===== src/rtl/core/one_shot_timer_bank_core_assert.svh =====
// Assertion macros for the one-shot timer bank core.
`ifndef ONE_SHOT_TIMER_BANK_CORE_ASSERT_SVH
`define ONE_SHOT_TIMER_BANK_CORE_ASSERT_SVH
`ifndef SYNTHESIS
// Same-cycle implication, checked out of reset.
`define OSTB_ASSERT_IMP(label, clk, rst_n, ante, cons) \
  label: assert property (@(posedge clk) disable iff (!(rst_n)) (ante) |-> (cons)) \
    else $error("ostb: implication check failed");
// Next-cycle implication, checked out of reset.
`define OSTB_ASSERT_NXT(label, clk, rst_n, ante, cons) \
  label: assert property (@(posedge clk) disable iff (!(rst_n)) (ante) |=> (cons)) \
    else $error("ostb: next-cycle check failed");
`else
`define OSTB_ASSERT_IMP(label, clk, rst_n, ante, cons)
`define OSTB_ASSERT_NXT(label, clk, rst_n, ante, cons)
`endif
`endif


===== src/rtl/core/ostb_pkg.sv =====
// Shared types and constants of the one-shot timer bank.
package ostb_pkg;

  // Operation codes on the input word
  localparam logic [1:0] MODE_TICK  = 2'd0;
  localparam logic [1:0] MODE_START = 2'd1;
  localparam logic [1:0] MODE_STOP  = 2'd2;
  localparam logic [1:0] MODE_QUERY = 2'd3;

  // Result kinds
  localparam logic KIND_EXPIRY = 1'b0;
  localparam logic KIND_STATUS = 1'b1;

  localparam logic [15:0] STEP_RESET = 16'd1000;
  localparam logic [31:0] ELAPSED_MAX = 32'hFFFF_FFFF;

  typedef struct packed {
    logic [1:0]  mode;
    logic [7:0]  timer_id;
    logic [31:0] interval_ms;
  } ostb_in_t;

  typedef struct packed {
    logic       kind;
    logic [7:0] which_timer;
    logic       armed;
    logic       last;
  } ostb_out_t;

  // One timer entry in the store
  typedef struct packed {
    logic [31:0] interval;
    logic [31:0] elapsed;
  } ostb_entry_t;

  // Update unit result
  typedef struct packed {
    logic        expired;
    logic [31:0] elapsed;
  } ostb_upd_t;

endpackage


===== src/rtl/core/one_shot_timer_bank_core.sv =====
// Top level of the one-shot timer bank: sequencer, armed flags and output register.
//
// Input channel (in_valid/in_stall/in_data): one operation word per handshake:
// tick, start, stop or query. in_stall stays high while an operation is worked.
// Start and stop are done when accepted. A query gives one status
// word. A tick walks the timers in index order through one shared update unit:
// a disarmed timer is skipped; an armed timer takes a store read, then an update
// and, unless it expired, a write back. The final word is flushed at the end.
// The registered store read port is why an armed timer needs a read step.
// Result channel (out_valid/out_stall/out_data): expiry words of a tick in
// index order, the final one with last set; one status word per query.
// A full output register with the receiver stalling holds the walk in place;
// nothing is dropped.
// cfg_wr_en/cfg_wr_data load the tick step (ms); write it only while idle.
// Reset (rst_n low, synchronous) disarms all timers, sets the step to 1000 and
// empties the output; the entry store needs no clearing since entries are
// only read while their timer is armed.
`include "one_shot_timer_bank_core_assert.svh"
module one_shot_timer_bank_core #(
  parameter int TIMER_COUNT = 8
) (
  input  logic               clk,
  input  logic               rst_n,
  input  logic               in_valid,
  output logic               in_stall,
  input  ostb_pkg::ostb_in_t in_data,
  output logic               out_valid,
  input  logic               out_stall,
  output ostb_pkg::ostb_out_t out_data,
  input  logic               cfg_wr_en,
  input  logic [15:0]        cfg_wr_data
);
  import ostb_pkg::*;

  localparam int IDX_W = (TIMER_COUNT > 1) ? $clog2(TIMER_COUNT) : 1;
  localparam logic [IDX_W-1:0] LAST_IDX = IDX_W'(TIMER_COUNT - 1);
  localparam logic [7:0] ID_LIMIT = 8'(TIMER_COUNT);

  typedef enum logic [1:0] {
    ST_IDLE,
    ST_WALK,
    ST_EXEC,
    ST_FLUSH
  } state_t;

  state_t                 state_r, state_nxt;
  logic [IDX_W-1:0]       idx_r, idx_nxt;
  logic [TIMER_COUNT-1:0] armed_r, armed_nxt;
  logic [15:0]            step_r, step_nxt;
  logic                   pend_valid_r, pend_valid_nxt;
  ostb_out_t              pend_r, pend_nxt;
  logic                   out_valid_r, out_valid_nxt;
  ostb_out_t              out_r, out_nxt;

  logic             rd_en, wr_en;
  logic [IDX_W-1:0] wr_addr;
  ostb_entry_t      wr_data, rd_data;
  ostb_upd_t        upd_res;

  logic             in_acc, out_free, id_ok;
  logic [IDX_W-1:0] id_idx;

  assign in_stall  = (state_r != ST_IDLE);
  assign in_acc    = in_valid && !in_stall;
  assign out_free  = !out_valid_r || !out_stall;
  assign id_ok     = (in_data.timer_id < ID_LIMIT);
  assign id_idx    = in_data.timer_id[IDX_W-1:0];
  assign out_valid = out_valid_r;
  assign out_data  = out_r;

  ostb_store #(
    .DEPTH (TIMER_COUNT),
    .AW    (IDX_W)
  ) u_store (
    .clk     (clk),
    .wr_en   (wr_en),
    .wr_addr (wr_addr),
    .wr_data (wr_data),
    .rd_en   (rd_en),
    .rd_addr (idx_r),
    .rd_data (rd_data)
  );

  ostb_upd u_upd (
    .elapsed  (rd_data.elapsed),
    .interval (rd_data.interval),
    .step     (step_r),
    .res      (upd_res)
  );

  // Sequencer next state
  always_comb begin
    state_nxt      = state_r;
    idx_nxt        = idx_r;
    armed_nxt      = armed_r;
    step_nxt       = step_r;
    pend_valid_nxt = pend_valid_r;
    pend_nxt       = pend_r;
    out_valid_nxt  = out_valid_r;
    out_nxt        = out_r;
    rd_en          = 1'b0;
    wr_en          = 1'b0;
    wr_addr        = idx_r;
    wr_data        = '{interval: rd_data.interval, elapsed: upd_res.elapsed};

    // Output word taken
    if (out_valid_r && !out_stall) begin
      out_valid_nxt = 1'b0;
    end

    if (cfg_wr_en) begin
      step_nxt = cfg_wr_data;
    end

    unique case (state_r)
      ST_IDLE: begin
        if (in_acc) begin
          unique case (in_data.mode)
            MODE_TICK: begin
              idx_nxt   = '0;
              state_nxt = ST_WALK;
            end
            MODE_START: begin
              if (id_ok) begin
                armed_nxt[id_idx] = 1'b1;
                wr_en   = 1'b1;
                wr_addr = id_idx;
                wr_data = '{interval: in_data.interval_ms, elapsed: 32'd0};
              end
            end
            MODE_STOP: begin
              if (id_ok) begin
                armed_nxt[id_idx] = 1'b0;
              end
            end
            MODE_QUERY: begin
              pend_nxt.kind        = KIND_STATUS;
              pend_nxt.which_timer = in_data.timer_id;
              pend_nxt.armed       = id_ok && armed_r[id_idx];
              pend_nxt.last        = 1'b1;
              pend_valid_nxt       = 1'b1;
              state_nxt            = ST_FLUSH;
            end
            default: ;
          endcase
        end
      end
      // Skip disarmed timers, read armed ones
      ST_WALK: begin
        if (armed_r[idx_r]) begin
          rd_en     = 1'b1;
          state_nxt = ST_EXEC;
        end else if (idx_r == LAST_IDX) begin
          state_nxt = ST_FLUSH;
        end else begin
          idx_nxt = idx_r + 1'b1;
        end
      end
      // Update one armed timer; an expiry pushes the previous pending word out
      ST_EXEC: begin
        if (!upd_res.expired || !pend_valid_r || out_free) begin
          if (upd_res.expired) begin
            if (pend_valid_r) begin
              out_valid_nxt = 1'b1;
              out_nxt       = pend_r;
            end
            pend_nxt.kind        = KIND_EXPIRY;
            pend_nxt.which_timer = 8'(idx_r);
            pend_nxt.armed       = 1'b0;
            pend_nxt.last        = 1'b0;
            pend_valid_nxt       = 1'b1;
            armed_nxt[idx_r]     = 1'b0;
          end else begin
            wr_en = 1'b1;
          end
          if (idx_r == LAST_IDX) begin
            state_nxt = ST_FLUSH;
          end else begin
            idx_nxt   = idx_r + 1'b1;
            state_nxt = ST_WALK;
          end
        end
      end
      // Final word of the item carries last
      ST_FLUSH: begin
        if (!pend_valid_r) begin
          state_nxt = ST_IDLE;
        end else if (out_free) begin
          out_valid_nxt  = 1'b1;
          out_nxt        = pend_r;
          out_nxt.last   = 1'b1;
          pend_valid_nxt = 1'b0;
          state_nxt      = ST_IDLE;
        end
      end
      default: state_nxt = ST_IDLE;
    endcase
  end

  // State and registered outputs
  always_ff @(posedge clk) begin
    if (!rst_n) begin
      state_r      <= ST_IDLE;
      idx_r        <= '0;
      armed_r      <= '0;
      step_r       <= STEP_RESET;
      pend_valid_r <= 1'b0;
      out_valid_r  <= 1'b0;
    end else begin
      state_r      <= state_nxt;
      idx_r        <= idx_nxt;
      armed_r      <= armed_nxt;
      step_r       <= step_nxt;
      pend_valid_r <= pend_valid_nxt;
      out_valid_r  <= out_valid_nxt;
    end
    pend_r <= pend_nxt;
    out_r  <= out_nxt;
  end

  // Checks
  `OSTB_ASSERT_IMP(a_exec_armed, clk, rst_n, state_r == ST_EXEC, armed_r[idx_r])
  `OSTB_ASSERT_IMP(a_status_last, clk, rst_n, out_valid_r && (out_r.kind == KIND_STATUS), out_r.last)
  `OSTB_ASSERT_IMP(a_expiry_disarmed, clk, rst_n, out_valid_r && (out_r.kind == KIND_EXPIRY), !out_r.armed)
  `OSTB_ASSERT_NXT(a_start_arms, clk, rst_n, in_acc && (in_data.mode == MODE_START) && id_ok, armed_r[$past(id_idx)])

endmodule


===== src/rtl/core/ostb_store.sv =====
// Timer entry store: one write port, one registered read port.
module ostb_store #(
  parameter int DEPTH = 8,
  parameter int AW    = 3
) (
  input  logic                clk,
  input  logic                wr_en,
  input  logic [AW-1:0]       wr_addr,
  input  ostb_pkg::ostb_entry_t wr_data,
  input  logic                rd_en,
  input  logic [AW-1:0]       rd_addr,
  output ostb_pkg::ostb_entry_t rd_data
);
  import ostb_pkg::*;

  ostb_entry_t mem [DEPTH];
  ostb_entry_t rd_data_r;

  // Write port
  always_ff @(posedge clk) begin
    if (wr_en) begin
      mem[wr_addr] <= wr_data;
    end
  end

  // Read port, data held until the next read
  always_ff @(posedge clk) begin
    if (rd_en) begin
      rd_data_r <= mem[rd_addr];
    end
  end

  assign rd_data = rd_data_r;

endmodule


===== src/rtl/core/ostb_upd.sv =====
// Shared update unit: saturating add of the tick step and expiry compare.
module ostb_upd (
  input  logic [31:0]        elapsed,
  input  logic [31:0]        interval,
  input  logic [15:0]        step,
  output ostb_pkg::ostb_upd_t res
);
  import ostb_pkg::*;

  logic [32:0] sum;
  logic [31:0] sat;

  // Saturating add
  assign sum = {1'b0, elapsed} + {17'd0, step};
  assign sat = sum[32] ? ELAPSED_MAX : sum[31:0];

  // Expiry compare
  assign res.elapsed = sat;
  assign res.expired = (sat >= interval);

endmodule

===== config.mk =====
export PLATFORM = sky130hd
export DESIGN_NAME = one_shot_timer_bank_core
export DESIGN_NICKNAME = d
export VERILOG_FILES = /design/src/rtl/core/ostb_pkg.sv /design/src/rtl/core/one_shot_timer_bank_core.sv /design/src/rtl/core/ostb_store.sv /design/src/rtl/core/ostb_upd.sv
export VERILOG_INCLUDE_DIRS = /design/src /design/src/rtl/core
export SDC_FILE = /design/constraint.sdc
export NUM_CORES = 1
export LEC_CHECK = 0
export ABC_AREA = 1
export ABC_CLOCK_PERIOD_IN_PS = 5800
export BUFFER_PORTS_ARGS = -buffer_cell sky130_fd_sc_hd__buf_2
export CAP_MARGIN = 20
export CORE_MARGIN = 2
export CORE_UTILIZATION = 45
export DETAILED_ROUTE_END_ITERATION = 10
export GPL_TIMING_DRIVEN = 0
export SKIP_LAST_GASP = 1
export SYNTH_ARGS = -nofsm -noshare
export SYNTH_HDL_FRONTEND = slang
export SYNTH_SLANG_ARGS = --single-unit

===== constraint.sdc =====
create_clock -name clk -period 5.8 [get_ports clk]
set_clock_uncertainty 0.1 [all_clocks]
set_input_delay 1.16 -clock clk [delete_from_list [all_inputs] [get_ports clk]]
set_output_delay 1.16 -clock clk [all_outputs]
set_load 0.05 [all_outputs]

==> flow_summary_export.csv, run 1 <==
group,metric,value,unit
clock_network,cts_sinks,628,
synth,async_reset_ff_share,0,%
grt,grt_max_degree,26,
sta,rsz0062_at_grt,"false",
grt,grtUsageTotal,25.0,%
floorplanning,die_area,59100,sq um
synth,synth_edf_count,597,
drt,drt_first_pass_iters,5,
hold_path,min_path_cells,0,
placed_design,dpl_worst_slack,171,ps
placed_design,portBuffers,74,
hold_path,min_path_type,"reg -> reg",
power_and_ir_drop,peakVddDrop,0.000257,V
sta,post-route-period-util,95.1,%
clock_network,hold_buffers,0,
drt,vias,16900,
synth,synth_fp_nets,2122,
drt,ant_nets,0,
setup_path,worstSetupPathType,"reg -> reg",
power_and_ir_drop,powerDensity,406,nW/um^2
clock_network,h-tree-depth,3,
sta,maxSlewViolCount,0,
sta,timing.fmax,0.181,GHz
grt,gr-total-overflow,0,
drt,drc_errors,0,
power_and_ir_drop,p_leak,10.9,nW
grt,antenna_found_initial,2,
floorplanning,core_area,56500,sq um
setup_path,reg2reg_to,"u_store.mem[3][35]",
setup_path,r2r_setup_slack,290,ps
synth,synth-seq-cells,628,
floorplanning,ios,76,
cells_and_area,final_nets,2299,
synth,synth_warnings,0,
placed_design,place_congestion,0.939,
floorplanning,die_w,243,um
setup_path,crit_start,"u_store.rd_data[0]",
clock_network,worstSkewPairLatency,620,ps
clock_network,cts.reportedPaths.clkPinSlew,60,ps
setup_path,arrival,5710,ps
grt,first_global_vias,16400,
sta,setup-violations-final,0,
outcome,outcome,"completed",
synth,synth_cells,2004,
drt,wl_per_cell,24.7,um
cells_and_area,fillers,4706,
clock_network,root_buffer,"clkbuf_16",
grt,grt_first_pass_wirelength,107,mm
setup_path,cp_max_fo,25,
floorplanning,rows,87,
drt,routed_via_density,5.66,
setup_path,cp-start-kind,"flop",
placed_design,dp_cells,2863,
cells_and_area,syn_to_final_growth,16.5,%
drt,drt_iter0_drc,1792,
setup_path,crit_end,"u_store.mem[3][35]",
sta,post-route-min-period,5510,ps
floorplanning,initial_utilization,45.6,%
clock_network,cts_buffers,66,
synth,synth_cell_types,44,
synth,ys_seq_area_share,72.1,%
setup_path,cp-end-kind,"flop",
sta,holdWs,319,ps
cells_and_area,fin_cells,2988,
setup_path,ff2ff_path_depth,24,
synth,postSynthAreaPerCell,12.8,sq um
placed_design,place_hpwl,49.5,mm
synth,synthFlopType,"edfxtp_1",
clock_network,cts_tree,"built",
synth,syn_area,25700,sq um
sta,slew_headroom,24.8,%
cells_and_area,drive_gt1_share,13.1,%
drt,wl,73.9,mm
flow_run,drv_cap,0,
sta,hold_viol,0,
power_and_ir_drop,power.total,0.0122,W
setup_path,required,6000,ps
sta,tightestPinTransition,1130,ps
setup_path,r2r-start,"u_store.rd_data[0]",
clock_network,cts_buffer_depth,3,
sta,setup_slack,287,ps
floorplanning,die_h,243,um
## state kept, by name, indices dropped and copies added (netlist names), named ones only
| register | flops |
|---|---|
| pend_r | 10 |
| out_valid | 1 |
| u_store.rd_data | 64 |
| idx_r | 3 |
| pend_valid_r | 1 |
| state_r | 2 |
| out_data | 11 |
| u_store.mem | 512 |
| step_r | 16 |
## layout make-up
class / instances / area (sq um) / share of cell area (%)
Inverter: 186 / 698 / 2.33
Clock inverter: 37 / 453 / 1.51
Sequential cell: 628 / 18500 / 61.9
Tap cell: 756 / 946 / 3.16
Clock buffer: 81 / 1740 / 5.80
Antenna cell: 1 / 2.50 / 0.00835
Multi-Input combinational cell: 1117 / 6250 / 20.8
Timing Repair Buffer: 109 / 1020 / 3.39
Buffer: 73 / 328 / 1.09
## stage by stage
stage / instance area [sq um] / TNS, ps / util [%]
after floorplan: 25700 / -219630 / -
after global placement: 27100 / -2474660 / 47.9
after detailed placement: 27700 / 0 / 49.1
after CTS: 29900 / 0 / 52.9
after global routing: 30000 / 0 / 53.1
final: 30000 / 0 / 53.1
## synthesized netlist by cell type, types with 2 or more instances
cell type  instances  share of area, %
nand4_1           65               1.6
nor2_4             2             0.087
a22oi_1           66               1.9
dfxtp_1           31               2.4
nor3_1            22              0.43
o21ai_0           99               1.9
edfxtp_1         597                70
o21ai_1            2             0.039
o22ai_1            3             0.073
inv_2              7              0.10
buf_1             10              0.15
a22o_1            30               1.0
nor4_1             3             0.073
nand3_1           61               1.2
a21oi_1           56               1.1
a221oi_1          62               2.1
o21a_1             3             0.087
xnor2_1            5              0.17
nor2_1           104               1.5
ha_1              54               2.6
a32oi_1            6              0.20
xor2_1             4              0.14
nand3_2           13              0.51
nand2_1          421               6.1
buf_6              2             0.087
a31oi_1            4             0.097
clkbuf_1          32              0.47
inv_1            178               2.6
a2bb2oi_1          2             0.068
buf_2             28              0.54
nand2_2            5              0.12
or2_2             14              0.34
a21o_1             2             0.058
## repair_timing
action,CTS,global route
setup buffers,0,4
setup endpoints to repair,0,242
gates resized for setup,0,3
## cell families after synthesis
logic type	after synthesis	synth area share [%]
fa+ha+maj	55	2.70
xor+xnor	9	0.306
compound gates	340	8.86
simple gates	713	12.1
buf+inv	259	3.99
flops	628	72.1
## report_power, final
part / internal (W) / switching, W
sequential: 0.00535 / 0.0000786
combinational: 0.000722 / 0.00172
clock: 0.00255 / 0.00175
total: 0.00862 / 0.00355
## layer usage
metal / share of wire (%) / up-vias / global-route usage (%)
li1: - / 7694 / -
met1: 41 / 8311 / 33.6
met2: 46 / 767 / 39.5
met3: 9.1 / 141 / 5.93
met4: 3.9 / 0 / 10.0
met5: 0 / - / 0
## placed cells by master, fill, tap and decap left out, drive strengths merged, types with 3 or more instances in the layout
cell type	Yosys	layout
nor2	106	106
o22ai	3	3
o21a	3	3
xnor2	5	5
xor2	4	4
a31oi	4	4
dfxtp	31	31
a22o	30	30
ha	54	54
buf	41	149
a221oi	62	62
nor3	22	22
clkinv	1	24
a22oi	66	66
bufinv	0	9
nor4	3	3
a21oi	57	57
clkbuf	32	114
nand3	74	74
nand4	65	65
or2	14	14
inv	185	189
o21ai	102	102
nand2	426	426
edfxtp	597	597
a32oi	6	6
## how the worst min path moves through the flow
stage	from	end	slack, ps
after floorplan	pend_r[1]	out_data[1]	300
after global placement	pend_r[8]	out_data[8]	300
after detailed placement	pend_r[3]	out_data[3]	310
after CTS	pend_r[2]	out_data[2]	320
after global routing	pend_r[3]	out_data[3]	320
final	pend_r[2]	out_data[2]	320
## worst max-delay path: stages (launching register included)
cell and delay [ps]:
edfxtp_1 400, ha_1 230, fa_1 410, nand3_1 100
nand3_1 170, nand2_1 120, nand2_2 100, nand3_2 100
nand2_2 90, nand4_1 240, buf_2 320, nand3_1 220
ha_1 350, nand2_1 70, inv_1 50, nand2_1 60
nand2_1 40, nand2_1 50, a21oi_1 70, nor2_2 270
nand3_2 240, nand2_1 180, nand3_1 190, nor2_4 700
buf_12 300
Note: power is estimated with default switching activity, not from simulation.
==> run 2: changes to the inputs <==
ABC_CLOCK_PERIOD_IN_PS = 7000   (was 5800)
clock period = 7 ns   (was 5.8 ns; I/O delays follow)
==> run 2 against run 1 <==
Compared with the run above:
- sequential cell count stayed put
- maximum frequency decreased by 4.8%
- setup slack gained 920 ps
- register-to-register slack gained 920 ps
- first-iteration DRC count up 0.84%
- sequential share of layout area is 0.090 points higher
- non-clock buffer count down 4
- utilization is 0.077 points lower
- routed wire length about the same
- largest cell class unchanged
- highest routed layer unchanged
==> flow_summary_export.csv, run 2 (synthesized netlist as in run 1, its figures left out) <==
group,metric,value,unit
sta,setup_tns,0,ps
floorplanning,rows,87,
clock_network,cts.reportedPaths.clkPinSlew,60,ps
drt,drc_errors,0,
setup_path,cp-start-kind,"flop",
cells_and_area,final_cell_mix,"edfxtp_1 (597), nand2_1 (421), inv_1 (178)",
grt,grtUsageTotal,25.0,%
floorplanning,die_area,59100,sq um
hold_path,hp-start,"pend_r[2]",
setup_path,reg2reg_to,"u_store.mem[2][11]",
drt,wl,73.9,mm
drt,vias,16900,
clock_network,cts_tree,"built",
floorplanning,die_w,243,um
outcome,outcome,"completed",
sta,hold_viol,0,
cells_and_area,final_nets,2295,
power_and_ir_drop,p_switching,0.00294,W
clock_network,h-tree-depth,3,
cells_and_area,fin_util,53.0,%
placed_design,portBuffers,74,
grt,first_global_vias,16400,
setup_path,ff2ff_path_depth,22,
setup_path,path_cells,"ha_1 > nand2_1 > nor3_1 > nand4_1 > nand3_1 > and2_4 > nand2_1 > nand2_1 > nand3_2 > ha_1 > nand2_1 > nor2_1 > nor2_1 > nand3_1 > nor2_1 > nand3_2 > nand2_1 > nand3_1 > nor2_4 > buf_12 > buf_12 > buf_12",
placed_design,placed_cell_area,27700,sq um
setup_path,cpPeakStageDelay,510,ps
setup_path,cp-end-kind,"flop",
sta,post-route-period-util,82.8,%
cells_and_area,drive_gt1_share,12.8,%
clock_network,root_buffer,"clkbuf_16",
hold_path,hold_end,"out_data[2]",
hold_path,min_path_cells,0,
sta,slew_headroom,23.0,%
power_and_ir_drop,pwr-share-seq,44.6,%
power_and_ir_drop,intPower,0.00714,W
clock_network,cts_sinks,628,
clock_network,cts_resized,0,
power_and_ir_drop,powerDensity,337,nW/um^2
grt,grt_max_degree,26,
setup_path,r2r_setup_slack,1210,ps
floorplanning,die_h,243,um
sta,holdWs,319,ps
flow_run,drv_cap,0,
sta,setup-violations-final,0,
setup_path,r2r-start,"u_store.rd_data[14]",
clock_network,post_cts_buffers,0,
clock_network,hold_buffers,0,
placed_design,place_hpwl,49.5,mm
drt,routed_via_density,5.67,
cells_and_area,largest_reg_flops,512,
hold_path,min_path_type,"reg -> reg",
drt,ant_nets,0,
floorplanning,ios,76,
power_and_ir_drop,p_leak,10.9,nW
drt,wl_per_cell,24.8,um
floorplanning,core_area,56500,sq um
power_and_ir_drop,switching_share,29.2,%
setup_path,worstSetupPathType,"reg -> reg",
clock_network,cts_buffers,66,
clock_network,worstSkewPairLatency,620,ps
cells_and_area,top_register,"u_store.mem",
setup_path,arrival,5990,ps
sta,rsz0062_at_grt,"false",
sta,tightestPinTransition,1150,ps
cells_and_area,syn_to_final_growth,16.3,%
grt,gr-total-overflow,0,
clock_network,cts_buffer_depth,3,
floorplanning,initial_utilization,45.6,%
sta,timing.fmax,0.173,GHz
sta,post-route-min-period,5790,ps
setup_path,cp_max_fo,22,
drt,drt_iter0_drc,1807,
setup_path,required,7200,ps
grt,antenna_found_initial,2,
placed_design,place_congestion,0.939,
grt,grt_first_pass_wirelength,107,mm
cells_and_area,fin_area,29900,sq um
power_and_ir_drop,power_frac_clock,35.3,%
power_and_ir_drop,p_comb_share,20.1,%
setup_path,critPathSlowestCell,"nor3_1",
cells_and_area,mostFrequentLayoutCell,"edfxtp_1",
setup_path,worst_path_most_repeated_cell,"nand2_1",
cells_and_area,n_antenna_cell,0,
drt,drt_first_pass_iters,6,
sta,maxSlewViolCount,0,
power_and_ir_drop,peakVddDrop,0.000213,V
run 2: changes by cell type in the layout (fill, tap and decap cells not counted):
cell / before / now
buf_4: 6 / 2
a21oi_1: 54 / 55
a21oi_2: 2 / 1
diode_2: 1 / 0
nor2_1: 95 / 96
nor2_2: 1 / 0
nor3_1: 21 / 22
nor3_2: 1 / 0
run 2: layout make-up:
| class | count | area, sq um |
|---|---|---|
| multi-input cells | 1117 | 6230 |
| flip-flops and latches | 628 | 18500 |
| fillers | 4708 | 26600 |
| clock buffers | 81 | 1740 |
| inverters | 186 | 698 |
| clock inverters | 37 | 453 |
| plain buffers | 73 | 328 |
| repair buffers | 105 | 986 |
| well taps | 756 | 946 |
run 2: worst max-delay path, delay by kind of cell, from the launching register on:
family / cells / cell delay [ps]
buffers and inverters: 3 / 680
and+or+nand+nor: 17 / 3490
adders and majority gates: 2 / 690
DFF: 1 / 430
run 2: power by group through the flow:
stage / logic (W) / clock network [W] / registers (W)
6_report: 0.00202 / 0.00356 / 0.00450
3_3_place_gp: 0.00190 / 0 / 0.00460
4_1_cts: 0.00202 / 0.00361 / 0.00449
5_1_grt: 0.00221 / 0.00374 / 0.00451
3_5_place_dp: 0.00201 / 0 / 0.00457
2_1_floorplan: 0.00117 / 0 / 0.00459
run 2: layer usage:
layer / GRT usage (%) / share of wire [%] / routed length [um]
met5: 0 / 0 / 0
met4: 10.0 / 4.0 / 2980
met3: 5.93 / 8.9 / 6550
met2: 39.5 / 46 / 34100
met1: 33.6 / 41 / 30200
run 2: how the worst max path moves through the flow:
stage | startpoint | end | slack (ps) | cells past startpoint
after floorplan | u_store.rd_data[0] | u_store.mem[0][0] | 770 | 24
after global placement | u_store.rd_data[0] | u_store.mem[0][35] | -3520 | 23
after detailed placement | u_store.rd_data[0] | u_store.mem[2][11] | 1370 | 24
after CTS | u_store.rd_data[0] | u_store.mem[2][11] | 1360 | 24
after global routing | u_store.rd_data[15] | u_store.mem[2][11] | 890 | 24
final | u_store.rd_data[14] | u_store.mem[2][11] | 1210 | 22
run 2: through the flow:
stage	instances	setup WS (ps)	power (W)
2_1_floorplan	2004	769	0.00576
5_1_grt	2983	891	0.0105
6_report	2983	1210	0.0101
3_3_place_gp	2834	-3520	0.00651
4_1_cts	2981	1360	0.0101
3_5_place_dp	2863	1370	0.00658
